## src/design/ptsu_pkg.sv

```systemverilog
// Shared types and constants for the preemptive task scheduler.
package ptsu_pkg;

  localparam int unsigned TimeW = 32;
  localparam int unsigned WaitW = 33;
  localparam int unsigned ProdW = 49;

  localparam logic [1:0] POL_PRIO = 2'd0;
  localparam logic [1:0] POL_SJF  = 2'd1;
  localparam logic [1:0] POL_HRRN = 2'd2;

  localparam logic signed [15:0] PRIO_FLOOR = 16'sh8000;

  typedef struct packed {
    logic [31:0]        arrival;
    logic signed [15:0] prio;
    logic [15:0]        used;
    logic [15:0]        need;
  } ent_t;

  typedef struct packed {
    logic load;
    logic add;
    logic run_rd;
    logic run_cap;
    logic scan_start;
    logic scan_step;
    logic decide;
    logic upd;
  } cmd_t;

  typedef struct packed {
    logic op;
    logic out_free;
    logic scan_last;
  } stat_t;

endpackage

```

## src/design/preemptive_task_scheduler_unit.sv

```systemverilog
// An add beat passes the add state; a tick beat passes run read, run wait, scan,
// drain, decide and update, the scan reading one entry per cycle. A new beat is
// taken only in idle; a full output register stalls the add and update states.
// A finished result waits in the output register while the next beat enters.
// Reset (async, active low) frees all slots, clears the running task, time
// and policy; the task table itself needs no clearing pass.
module preemptive_task_scheduler_unit
  import ptsu_pkg::*;
#(
  parameter int unsigned TASK_SLOTS = 8
) (
  input  logic        clk_i,
  input  logic        rst_ni,
  input  logic        cfg_we_i,
  input  logic [1:0]  cfg_wdata_i,    // policy
  input  logic        s_axis_tvalid,
  output logic        s_axis_tready,
  input  logic [39:0] s_axis_tdata,   // task_slot, need_time, start_priority
  input  logic        s_axis_tuser,   // op
  output logic        m_axis_tvalid,
  input  logic        m_axis_tready,
  output logic [71:0] m_axis_tdata    // accepted, run_valid, run_slot, finished,
                                      // finish_time, now_time
);

  cmd_t  cmd;
  stat_t stat;

  ptsu_ctrl u_ctrl (
    .clk_i        (clk_i),
    .rst_ni       (rst_ni),
    .s_axis_tvalid(s_axis_tvalid),
    .s_axis_tready(s_axis_tready),
    .stat_i       (stat),
    .cmd_o        (cmd)
  );

  ptsu_dp #(
    .TASK_SLOTS(TASK_SLOTS)
  ) u_dp (
    .clk_i        (clk_i),
    .rst_ni       (rst_ni),
    .cfg_we_i     (cfg_we_i),
    .cfg_wdata_i  (cfg_wdata_i),
    .s_axis_tdata (s_axis_tdata),
    .s_axis_tuser (s_axis_tuser),
    .m_axis_tvalid(m_axis_tvalid),
    .m_axis_tready(m_axis_tready),
    .m_axis_tdata (m_axis_tdata),
    .cmd_i        (cmd),
    .stat_o       (stat)
  );

endmodule

```

## src/design/ptsu_ram.sv

```systemverilog
// Generic single-write, single-read RAM with registered read data.
module ptsu_ram #(
  parameter int unsigned WIDTH = 8,
  parameter int unsigned DEPTH = 8
) (
  input  logic                     clk_i,
  input  logic                     we_i,
  input  logic [$clog2(DEPTH)-1:0] waddr_i,
  input  logic [WIDTH-1:0]         wdata_i,
  input  logic                     re_i,
  input  logic [$clog2(DEPTH)-1:0] raddr_i,
  output logic [WIDTH-1:0]         rdata_o
);

  logic [WIDTH-1:0] mem_q [DEPTH];

  always_ff @(posedge clk_i) begin
    if (we_i) begin
      mem_q[waddr_i] <= wdata_i;
    end
    if (re_i) begin
      rdata_o <= mem_q[raddr_i];
    end
  end

endmodule

```

## src/design/ptsu_ctrl.sv

```systemverilog
// Sequencer for add and tick items of the task scheduler.
module ptsu_ctrl
  import ptsu_pkg::*;
(
  input  logic  clk_i,
  input  logic  rst_ni,
  input  logic  s_axis_tvalid,
  output logic  s_axis_tready,
  input  stat_t stat_i,
  output cmd_t  cmd_o
);

  localparam logic [3:0] S_IDLE   = 4'd0;
  localparam logic [3:0] S_ADD    = 4'd1;
  localparam logic [3:0] S_RUNRD  = 4'd2;
  localparam logic [3:0] S_RUNWT  = 4'd3;
  localparam logic [3:0] S_SCAN   = 4'd4;
  localparam logic [3:0] S_DRAIN1 = 4'd5;
  localparam logic [3:0] S_DRAIN2 = 4'd6;
  localparam logic [3:0] S_DECIDE = 4'd7;
  localparam logic [3:0] S_UPD    = 4'd8;

  logic [3:0] state_q, state_d;

  assign s_axis_tready = (state_q == S_IDLE);

  always_comb begin
    state_d = state_q;
    cmd_o   = '0;
    unique case (state_q)
      S_IDLE: begin
        if (s_axis_tvalid) begin
          cmd_o.load = 1'b1;
          state_d    = stat_i.op ? S_RUNRD : S_ADD;
        end
      end
      S_ADD: begin
        if (stat_i.out_free) begin
          cmd_o.add = 1'b1;
          state_d   = S_IDLE;
        end
      end
      S_RUNRD: begin
        cmd_o.run_rd = 1'b1;
        state_d      = S_RUNWT;
      end
      S_RUNWT: begin
        cmd_o.run_cap    = 1'b1;
        cmd_o.scan_start = 1'b1;
        state_d          = S_SCAN;
      end
      S_SCAN: begin
        cmd_o.scan_step = 1'b1;
        if (stat_i.scan_last) begin
          state_d = S_DRAIN1;
        end
      end
      S_DRAIN1: state_d = S_DRAIN2;
      S_DRAIN2: state_d = S_DECIDE;
      S_DECIDE: begin
        cmd_o.decide = 1'b1;
        state_d      = S_UPD;
      end
      S_UPD: begin
        if (stat_i.out_free) begin
          cmd_o.upd = 1'b1;
          state_d   = S_IDLE;
        end
      end
      default: state_d = S_IDLE;
    endcase
  end

  always_ff @(posedge clk_i or negedge rst_ni) begin
    if (!rst_ni) begin
      state_q <= S_IDLE;
    end else begin
      state_q <= state_d;
    end
  end

endmodule

```

## src/design/ptsu_dp.sv

```systemverilog
// Datapath: task table, selection pipeline, running task and result register.
module ptsu_dp
  import ptsu_pkg::*;
#(
  parameter int unsigned TASK_SLOTS = 8
) (
  input  logic        clk_i,
  input  logic        rst_ni,
  input  logic        cfg_we_i,
  input  logic [1:0]  cfg_wdata_i,
  input  logic [39:0] s_axis_tdata,
  input  logic        s_axis_tuser,
  output logic        m_axis_tvalid,
  input  logic        m_axis_tready,
  output logic [71:0] m_axis_tdata,
  input  cmd_t        cmd_i,
  output stat_t       stat_o
);

  localparam int unsigned SW = $clog2(TASK_SLOTS);

  logic [1:0]         policy_q;
  logic [TimeW-1:0]   time_q;
  logic [2:0]         in_slot_q;
  logic [15:0]        in_need_q;
  logic signed [15:0] in_prio_q;
  logic [TASK_SLOTS-1:0] busy_q;
  logic               run_vld_q;
  logic [SW-1:0]      run_slot_q;

  logic [SW-1:0]      scan_idx_q;
  logic               p1_vld_q;
  logic [SW-1:0]      p1_slot_q;
  logic               p2_vld_q;
  logic [SW-1:0]      p2_slot_q;
  ent_t               cand_q;
  logic [WaitW-1:0]   cand_wait_q;

  logic               best_vld_q;
  logic [SW-1:0]      best_slot_q;
  ent_t               best_q;
  logic [WaitW-1:0]   best_wait_q;
  ent_t               run_q;
  logic [WaitW-1:0]   run_wait_q;

  logic               sel_vld_q;
  logic [SW-1:0]      sel_slot_q;
  ent_t               sel_q;

  logic               out_vld_q;
  logic [71:0]        out_data_q;

  ent_t               ram_rdata;
  ent_t               ram_wdata;
  logic               ram_we;
  logic [SW-1:0]      ram_waddr;
  logic               ram_re;
  logic [SW-1:0]      ram_raddr;

  logic [SW-1:0]      add_idx;
  logic               add_ok;
  logic [WaitW-1:0]   rd_wait;
  logic               p1_ready;

  ent_t               cmp_a, cmp_b;
  logic [WaitW-1:0]   cmp_a_wait, cmp_b_wait;
  logic [ProdW-1:0]   prod_a, prod_b;
  logic               a_better;

  logic signed [15:0] upd_prio;
  logic [15:0]        upd_used;
  logic               upd_fin;
  ent_t               upd_ent;
  logic               out_free;

  assign out_free = !out_vld_q || m_axis_tready;

  assign stat_o.op        = s_axis_tuser;
  assign stat_o.out_free  = out_free;
  assign stat_o.scan_last = (scan_idx_q == SW'(TASK_SLOTS - 1));

  assign add_idx = SW'(in_slot_q);
  assign add_ok  = (32'(in_slot_q) < TASK_SLOTS) && !busy_q[add_idx] && (in_need_q != 16'd0);

  assign rd_wait  = {1'b0, time_q - ram_rdata.arrival} + WaitW'(1);
  assign p1_ready = p1_vld_q && busy_q[p1_slot_q] && !(run_vld_q && (p1_slot_q == run_slot_q));

  // The comparator serves the scan (candidate against best) and the final
  // preemption check (best against the running task).
  always_comb begin
    if (cmd_i.decide) begin
      cmp_a      = best_q;
      cmp_a_wait = best_wait_q;
      cmp_b      = run_q;
      cmp_b_wait = run_wait_q;
    end else begin
      cmp_a      = cand_q;
      cmp_a_wait = cand_wait_q;
      cmp_b      = best_q;
      cmp_b_wait = best_wait_q;
    end
  end

  assign prod_a = ProdW'(cmp_a.need) * ProdW'(cmp_b_wait);
  assign prod_b = ProdW'(cmp_b.need) * ProdW'(cmp_a_wait);

  always_comb begin
    unique case (policy_q)
      POL_SJF:  a_better = cmp_a.need < cmp_b.need;
      POL_HRRN: a_better = prod_a > prod_b;
      default:  a_better = cmp_a.prio > cmp_b.prio;
    endcase
  end

  assign upd_prio = (sel_q.prio == PRIO_FLOOR) ? sel_q.prio : sel_q.prio - 16'sd1;
  assign upd_used = sel_q.used + 16'd1;
  assign upd_fin  = (upd_used == sel_q.need);

  always_comb begin
    upd_ent      = sel_q;
    upd_ent.prio = upd_prio;
    upd_ent.used = upd_used;
  end

  always_comb begin
    ram_we    = 1'b0;
    ram_waddr = sel_slot_q;
    ram_wdata = upd_ent;
    if (cmd_i.add && add_ok) begin
      ram_we            = 1'b1;
      ram_waddr         = add_idx;
      ram_wdata.need    = in_need_q;
      ram_wdata.used    = 16'd0;
      ram_wdata.prio    = in_prio_q;
      ram_wdata.arrival = time_q;
    end else if (cmd_i.upd && sel_vld_q) begin
      ram_we = 1'b1;
    end
  end

  assign ram_re    = cmd_i.run_rd || cmd_i.scan_step;
  assign ram_raddr = cmd_i.run_rd ? run_slot_q : scan_idx_q;

  ptsu_ram #(
    .WIDTH($bits(ent_t)),
    .DEPTH(TASK_SLOTS)
  ) u_table (
    .clk_i  (clk_i),
    .we_i   (ram_we),
    .waddr_i(ram_waddr),
    .wdata_i(ram_wdata),
    .re_i   (ram_re),
    .raddr_i(ram_raddr),
    .rdata_o(ram_rdata)
  );

  // Payload registers.
  always_ff @(posedge clk_i) begin
    if (cmd_i.load) begin
      in_slot_q <= s_axis_tdata[2:0];
      in_need_q <= s_axis_tdata[18:3];
      in_prio_q <= s_axis_tdata[34:19];
    end
    p1_slot_q <= scan_idx_q;
    if (p1_vld_q) begin
      p2_slot_q   <= p1_slot_q;
      cand_q      <= ram_rdata;
      cand_wait_q <= rd_wait;
    end
    if (cmd_i.run_cap) begin
      run_q      <= ram_rdata;
      run_wait_q <= rd_wait;
    end
    if (p2_vld_q && (!best_vld_q || a_better)) begin
      best_slot_q <= p2_slot_q;
      best_q      <= cand_q;
      best_wait_q <= cand_wait_q;
    end
    if (cmd_i.decide) begin
      if (run_vld_q && !(best_vld_q && a_better)) begin
        sel_slot_q <= run_slot_q;
        sel_q      <= run_q;
      end else begin
        sel_slot_q <= best_slot_q;
        sel_q      <= best_q;
      end
    end
    if (cmd_i.add) begin
      out_data_q <= {2'b00, time_q, 32'd0, 1'b0, 3'd0, 1'b0, add_ok};
    end else if (cmd_i.upd) begin
      out_data_q <= {2'b00,
                     time_q,
                     (sel_vld_q && upd_fin) ? time_q + 32'd1 : 32'd0,
                     sel_vld_q && upd_fin,
                     sel_vld_q ? 3'(sel_slot_q) : 3'd0,
                     sel_vld_q,
                     1'b0};
    end
  end

  // Control registers.
  always_ff @(posedge clk_i or negedge rst_ni) begin
    if (!rst_ni) begin
      policy_q   <= POL_PRIO;
      time_q     <= '0;
      busy_q     <= '0;
      run_vld_q  <= 1'b0;
      run_slot_q <= '0;
      scan_idx_q <= '0;
      p1_vld_q   <= 1'b0;
      p2_vld_q   <= 1'b0;
      best_vld_q <= 1'b0;
      sel_vld_q  <= 1'b0;
      out_vld_q  <= 1'b0;
    end else begin
      if (cfg_we_i) begin
        policy_q <= cfg_wdata_i;
      end
      p1_vld_q <= cmd_i.scan_step;
      p2_vld_q <= p1_ready;
      if (cmd_i.scan_start) begin
        scan_idx_q <= '0;
        best_vld_q <= 1'b0;
      end else if (cmd_i.scan_step) begin
        scan_idx_q <= stat_o.scan_last ? '0 : scan_idx_q + SW'(1);
      end
      if (p2_vld_q) begin
        best_vld_q <= 1'b1;
      end
      if (cmd_i.decide) begin
        sel_vld_q <= run_vld_q || best_vld_q;
      end
      if (cmd_i.add && add_ok) begin
        busy_q[add_idx] <= 1'b1;
      end
      if (cmd_i.upd) begin
        time_q <= time_q + 32'd1;
        if (sel_vld_q) begin
          run_slot_q <= sel_slot_q;
          run_vld_q  <= !upd_fin;
          if (upd_fin) begin
            busy_q[sel_slot_q] <= 1'b0;
          end
        end
      end
      if (cmd_i.add || cmd_i.upd) begin
        out_vld_q <= 1'b1;
      end else if (m_axis_tready) begin
        out_vld_q <= 1'b0;
      end
    end
  end

  assign m_axis_tvalid = out_vld_q;
  assign m_axis_tdata  = out_data_q;

endmodule

```

## config.mk

```make
export PLATFORM = sky130hd
export DESIGN_NAME = preemptive_task_scheduler_unit
export DESIGN_NICKNAME = d
export VERILOG_FILES = /design/src/design/ptsu_pkg.sv /design/src/design/preemptive_task_scheduler_unit.sv /design/src/design/ptsu_ram.sv /design/src/design/ptsu_ctrl.sv /design/src/design/ptsu_dp.sv
export SDC_FILE = /design/constraint.sdc
export NUM_CORES = 2
export LEC_CHECK = 0
export BUFFER_PORTS_ARGS = -buffer_cell sky130_fd_sc_hd__buf_2
export CAP_MARGIN = 15
export CORE_UTILIZATION = 55
export CTS_CLUSTER_DIAMETER = 100
export CTS_CLUSTER_SIZE = 20
export DETAILED_ROUTE_END_ITERATION = 8
export GPL_TIMING_DRIVEN = 0
export PLACE_DENSITY_LB_ADDON = 0.25
export RECOVER_POWER = 50
export SYNTH_ARGS = -nofsm -noshare
export SYNTH_HDL_FRONTEND = slang
export SYNTH_SLANG_ARGS = --single-unit
```

## constraint.sdc

```tcl
create_clock -name clk_i -period 35.1 [get_ports clk_i]
set_clock_uncertainty 0.15 [all_clocks]
set_input_delay 5.265 -clock clk_i [delete_from_list [all_inputs] [get_ports clk_i]]
set_output_delay 5.265 -clock clk_i [all_outputs]
set_load 0.02 [all_outputs]
```

[After elaboration in Yosys (flattened, before gate mapping)]
Memory sizes are Yosys's and may differ from the RTL's. A register that Yosys moved wholly into a read port is not among the register bits.
Index checks and enable logic that the tools add are counted.
W data, S select, Z words.
Operators by class
  add/sub/neg operators: 6
  multiply operators: 2
  order comparisons: 8
  equality and inequality tests: 17
  multiplexer cells: 52
  bitwise operators: 3
  reductions and logical operators: 32
Operators by type and width (number)
  $mux W80: 2
  $mux W70: 2
  $mul A16 B33 Y49: 2
  $mux W48: 2
  $mux W33: 2
  $gt A49 B49 Y1: 1
  $add A32 B1 Y33 const B: 1
  $add A32 B1 Y32 const B: 1
  $mux W32: 1
  $mux W8: 4
  $pmux W4 S8: 1
  $sub A32 B32 Y32: 1
  $mux W3: 7
  $mux W1: 20
  $add A16 B1 Y16 const B: 1
  $eq A16 B16 Y1: 1
  $eq A16 B16 Y1 const B: 1
  $eq A4 B3 Y1 const B: 4
  $gt A16 B16 Y1: 1
  $lt A16 B16 Y1: 1
  $mux W16: 1
  $reduce_bool A16 Y1: 1
  $sub A16 B2 Y16 const B: 1
  $logic_and A1 B1 Y1: 12
  27 further kinds: 49
Word-level totals
  bits in registers: 594
  bits in writable memories: 640
  input bits: 48
  output and inout bits: 74
  word-level logic and storage cells: 161
  memories: 1
Memory list
  u_dp.u_table.mem_q: depth 8, bits a word 80, rd ports 1, clocked after Yosys merged registers in 1, wr ports 1, RTL line ptsu_ram.sv:15  | logic [WIDTH-1:0] mem_q [DEPTH];

[Longest topological paths before layout]
  word-level depth: 10
  gate-level depth with buffers: 46
  gate-level depth less buffers: 40

[Cells and area by module]
A second synthesis with hierarchy kept.
Second synthesis, totals
  cells, all modules: 6943
  area total of the unflattened synthesis: 86950.9 um2
Modules (own cells, without submodules)
  ptsu_dp: times used 1, cells each 5890, area each 60189.0 um2, seq. area each 17046.3 um2
  ptsu_ram: times used 1, cells each 1018, area each 26455.4 um2, seq. area each 21620.7 um2
  ptsu_ctrl: times used 1, cells each 35, area each 306.5 um2, seq. area each 100.1 um2

[Worst setup path before layout]
Ideal clock, no wire load.
  path type: register to register
  start: register u_ctrl.state_q[3]
  end: register u_dp.best_q[0] (netlist name), enable pin
  setup time: 0.768 ns
  arrival time: 17.821 ns
  data required time: 34.182 ns
  path slack: 16.361 ns
  stages on the path, launching flop included: 40
  buffers on the path: 5
  clock period less this slack: 18.739 ns
  path through: dfrtp_1 -> clkbuf_1 -> nand4b_1 -> buf_2 -> buf_1 -> clkbuf_1 -> buf_1 -> nand2_1 -> nand2_1 -> nand2_1 -> fa_1 -> inv_1 -> fa_1 -> fa_1 -> fa_1 -> fa_1 -> inv_1 -> fa_1 -> (+4 left out) -> a221oi_1 -> o311a_1 -> a21oi_1 -> o21ai_0 -> a21oi_1 -> a2111oi_0 -> o31ai_1 -> xnor2_1 -> ha_1 -> and4_1 -> nand2_1 -> nor4_1 -> o2111ai_1 -> o21ai_0 -> a211oi_1 -> a21oi_1 -> a311oi_1 -> a21boi_0
Between the ends
  word-level cells in the longest chain between the ends: 8
  elaborated cells on any way between the ends: 14
  those cells by class: mul: 2; order compare: 3; eq/ne: 1; mux: 6; reduce/logical: 2
RTL lines
  start: declaration: RTL line ptsu_ctrl.sv:23  | logic [3:0] state_q, state_d;
  start signal: assignment: RTL line ptsu_ctrl.sv:78  | state_q <= state_d;
  $eq A4 B3 Y1 (*): RTL line ptsu_ctrl.sv:30  | unique case (state_q)
  $mux W1 (*): RTL line ptsu_ctrl.sv:30
  $mux W48 or $mux W33 (tied branches): RTL line ptsu_dp.sv:91  | if (cmd_i.decide) begin
  $mul A16 B33 Y49, on equally long branches: RTL line ptsu_dp.sv:104, ptsu_dp.sv:105
  $gt A49 B49 Y1: RTL line ptsu_dp.sv:110  | POL_HRRN: a_better = prod_a > prod_b;
  $pmux W1 S2 (*): RTL line ptsu_dp.sv:108  | unique case (policy_q)
  $logic_or A1 B1 Y1 (*): RTL line ptsu_dp.sv:174  | if (p2_vld_q && (!best_vld_q || a_better)) begin
  $logic_and A1 B1 Y1 (*): RTL line ptsu_dp.sv:174
  end signal: assignment: RTL line ptsu_dp.sv:176  | best_q <= cand_q;
  end: declaration: RTL line ptsu_dp.sv:41  | ent_t best_q;
Mark *: on every way between the ends. The rest lies on a longest branch, timed or not.
A chain may end at the register's enable or synchronous reset.

[Worst setup path after layout]
  start: register u_ctrl.state_q[3]
  end: register u_dp.sel_q[13] (netlist name), data pin
Between the ends
  word-level cells in the longest chain between the ends: 10
  elaborated cells on any way between the ends: 16
  those cells by class: mul: 2; order compare: 3; eq/ne: 1; mux: 7; reduce/logical: 3
RTL lines
  $eq A4 B3 Y1 (*): RTL line ptsu_ctrl.sv:30
  $mux W1 (*): RTL line ptsu_ctrl.sv:30
  $mux W48 or $mux W33 (tied branches): RTL line ptsu_dp.sv:91
  $mul A16 B33 Y49, on equally long branches: RTL line ptsu_dp.sv:104, ptsu_dp.sv:105
  $gt A49 B49 Y1: RTL line ptsu_dp.sv:110
  $pmux W1 S2 (*): RTL line ptsu_dp.sv:108
  $logic_and A1 B1 Y1 (*): RTL line ptsu_dp.sv:180  | if (run_vld_q && !(best_vld_q && a_better)) begin
  $logic_not A1 Y1 (*): RTL line ptsu_dp.sv:180
  $logic_and A1 B1 Y1 (*): RTL line ptsu_dp.sv:180
  $mux W80 (*): RTL line ptsu_dp.sv:180
  end signal: assignment: RTL line ptsu_dp.sv:182  | sel_q <= run_q;
  end signal: assignment: RTL line ptsu_dp.sv:185  | sel_q <= best_q;
  end: declaration: RTL line ptsu_dp.sv:48  | ent_t sel_q;
Marked as above.

==> out/qor.csv <==
stage;metric;value;unit
sta;worst_pin_slew;3720;ps
synthesis;synth_ff_type;edfxtp_1;
critical_path;worstPathRequired;35400;ps
critical_path;worstSetupEndpointType;flop;
sta;max_clock_freq;0.0614;GHz
min_path;hp-class;reg2reg;
synthesis;synth_cells;7276;
placed_design;hpwl;188000;um
sta;period_minus_slack;16300;ps
critical_path;critPathMaxFanout;10;
grt;grt_usage;31.1;%
routing;drt-initial-drc-count;6539;
cts;hold_buffers;0;
sta;maxSlewHeadroom;-148;%
sta;setup_viol;0;
grt;grt_pass1_wl;364000;um
die;initial_utilization;55.5;%
sta;hold_slack;230;ps
critical_path;critical-path-max-stage-delay;940;ps
critical_path;worstSetupPathType;reg2reg;
placed_design;dp_cells;9544;
cts;clockBufferDepth;3;
synthesis;synth_warnings;0;
synthesis;ys_types;87;
die;io_pins;122;
routing;dr.pass1.iters;7;
routing;via_per_inst;5.93;
die;std_cell_rows;145;
cts;cts_root_buf;clkbuf_16;
routing;wl;244000;um
sta;hold_viol_final;0;
placed_design;gp_congestion;1.00;
synthesis;synth.avg_cell_area;12.0;sq um
cts;cts_setup_buffers;0;
synthesis;synth_edf_count;1216;
status;status;complete, but fails checks;
sta;fin_setup_tns;0;ps
synthesis;yosysTopAreaCellShare;41.9;%
critical_path;crit_slowest_cell;mux2i_1;
cells_and_area;final_cells;9671;
synthesis;ys_seq_area_share;44.5;%
cells_and_area;area_growth;7.87;%
cells_and_area;final_nets;8846;
cells_and_area;multi_input_area;0.0434;sq mm
cts;ctsHtreeMaxLevel;3;
die;die-area;0.160;sq mm
synthesis;postSynth.asyncResetShare;4.41;%
cells_and_area;drive_gt1_share;7.41;%
synthesis;synth_commonest_cells;1288 x nand2_1, 1216 x edfxtp_1, 1031 x inv_1, 865 x fa_1, 467 x nor2_1;
cts;numClockSinks;1314;
die;die_w;400;um
grt;grt_pass1_vias;58557;
sta;fin_crit_sh;46.4;%
sta;rsz0062_at_grt;false;
flow_run;drv_cap;10;
synthesis;ys_ff_latch;1314;
critical_path;cp.arrival;16600;ps
grt;grt_overflow;0;
die;core-area;0.157;sq mm
cts;numCtsBuffers;79;
grt;grt_max_degree;57;
status;violations;capacitance limit, slew limit;
cts;tritoncts;done;
cells_and_area;seqCellArea;0.0388;sq mm
routing;wl_per_cell;25.2;um
cts;cts-resized-gates;0;
critical_path;crit_top_cell;fa_1;
routing;num_vias;57325;
cells_and_area;fillers;12512;
placed_design;numPortBuffers;114;
cts;insertion_delay;750;ps
synthesis;synth_area_leaders;edfxtp_1 42%, fa_1 20%, nand2_1 5.6%;
synthesis;synth.most_common_cell;nand2_1;
critical_path;crit_path_start_kind;flop;
sta;slew_violations;312;
synthesis;yosysTopAreaCell;edfxtp_1;
routing;drc;0;
grt;antenna_found_initial;4;
routing;ant_nets;0;
cts;clkTransAtPathRegs;80;ps
die;dieHeight;400;um
synthesis;syn_area;0.0871;sq mm
[worst max-delay path, delay by kind of cell (launching register included)]
family / cells / cell delay, ps
mux: 2 / 1340
xor+xnor: 1 / 150
fa+ha+maj: 8 / 3690
compound gates: 12 / 4010
flops: 1 / 330
simple gates: 7 / 1880
buf+inv: 13 / 4450
[sequential cells by signal, indices dropped and copies added (netlist names), 4 cells and up]
register	flops
u_ctrl.state_q	4
u_dp.best_q	80
u_dp.best_wait_q	33
u_dp.busy_q	8
u_dp.cand_q	80
u_dp.cand_wait_q	33
u_dp.in_need_q	16
u_dp.in_prio_q	16
u_dp.m_axis_tdata	70
u_dp.run_q	80
u_dp.run_wait_q	33
u_dp.sel_q	80
u_dp.time_q	32
u_dp.u_table.mem_q	640
u_dp.u_table.rdata_o	80
[final cells by class]
type | instances | share of cell area, %
multi-input combinational | 4645 | 46.2
sequential | 1314 | 41.3
inverter | 1037 | 4.14
tap | 2058 | 2.74
clock buffer | 107 | 2.22
timing repair buffer | 214 | 1.95
buffer | 281 | 1.17
clock inverter | 14 | 0.324
antenna | 1 | 0.00266
[per-layer routing]
layer | vias to the layer above | wire, um | track usage (%)
li1 | 24737 | - | -
met1 | 29126 | 94900 | 41.8
met2 | 2955 | 113000 | 49.5
met3 | 505 | 22900 | 5.44
met4 | 2 | 12700 | 14.4
met5 | - | 17 | 0
[worst paths after layout]
kind                                               start                        endpoint  slack (ps)  cells past startpoint
setup / recovery           u_ctrl.state_q[3]$_DFFE_PN0P_        u_dp.sel_q[13]$_DFFE_PN_       18800                     43
hold / removal                 u_dp.cand_q[27]$_DFFE_PP_       u_dp.best_q[27]$_DFFE_PP_         230                      0
setup reg to reg           u_ctrl.state_q[3]$_DFFE_PN0P_        u_dp.sel_q[13]$_DFFE_PN_       18800                     43
hold reg to reg                u_dp.cand_q[27]$_DFFE_PP_       u_dp.best_q[27]$_DFFE_PP_         230                      0
max in group asynchronous                         rst_ni  u_dp.run_slot_q[0]$_DFFE_PN0P_       26410                      2
min in group asynchronous                         rst_ni    u_dp.policy_q[0]$_DFFE_PN0P_        4480                      1
[through the flow]
step	util (%)	setup WS, ps	area [sq um]
after floorplan	-	16360	87100
after global placement	57.6	4180	90200
after detailed placement	58.7	19440	92000
after CTS	60.2	19370	94400
after global routing	59.9	18600	93900
final	59.9	18800	93900
[cells by family after synthesis]
family | Yosys count | share of synthesized area, %
flip-flops | 1314 | 44.5
buffers and inverters | 1318 | 5.75
AND/OR/NAND/NOR | 2206 | 10.8
other | 1 | 0.00431
adder cells (fa/ha/maj) | 1226 | 25.1
XOR/XNOR | 249 | 2.50
multiplexers | 411 | 7.33
AO/OA/AOI/OAI | 551 | 4.06
[cell usage in the layout (no fill, tap or decap), types with 9 or more instances in the layout]
| cell | Yosys | routed |
|---|---|---|
| nand2b_1 | 26 | 26 |
| buf_16 | 0 | 23 |
| and2_1 | 65 | 61 |
| nand4_1 | 52 | 52 |
| nand3_1 | 91 | 91 |
| inv_1 | 1031 | 1031 |
| o21a_1 | 25 | 25 |
| edfxtp_1 | 1216 | 1216 |
| a21oi_1 | 172 | 170 |
| dfxtp_1 | 40 | 40 |
| buf_2 | 14 | 52 |
| clkbuf_16 | 0 | 79 |
| o21bai_1 | 18 | 18 |
| fa_1 | 865 | 865 |
| mux2_2 | 167 | 158 |
| and3_1 | 34 | 34 |
| mux2_1 | 0 | 9 |
| buf_4 | 6 | 18 |
| mux4_2 | 164 | 164 |
| nor4_1 | 24 | 25 |
| mux2i_1 | 78 | 76 |
| nor3_1 | 48 | 48 |
| clkbuf_1 | 219 | 377 |
| nor2b_1 | 57 | 57 |
| dfrtp_1 | 58 | 58 |
| xnor2_1 | 144 | 144 |
| nor2_1 | 467 | 466 |
| buf_12 | 0 | 16 |
| buf_1 | 39 | 22 |
| a211oi_1 | 15 | 15 |
| nand2_1 | 1288 | 1288 |
| xor2_1 | 105 | 105 |
| a31oi_1 | 22 | 22 |
| o21ai_0 | 94 | 94 |
| ha_1 | 361 | 361 |
| a21o_1 | 100 | 100 |
| o211ai_1 | 14 | 14 |
Power is not shown: default switching activity piles up to over one toggle a cycle in this logic, so the estimate is an artifact.
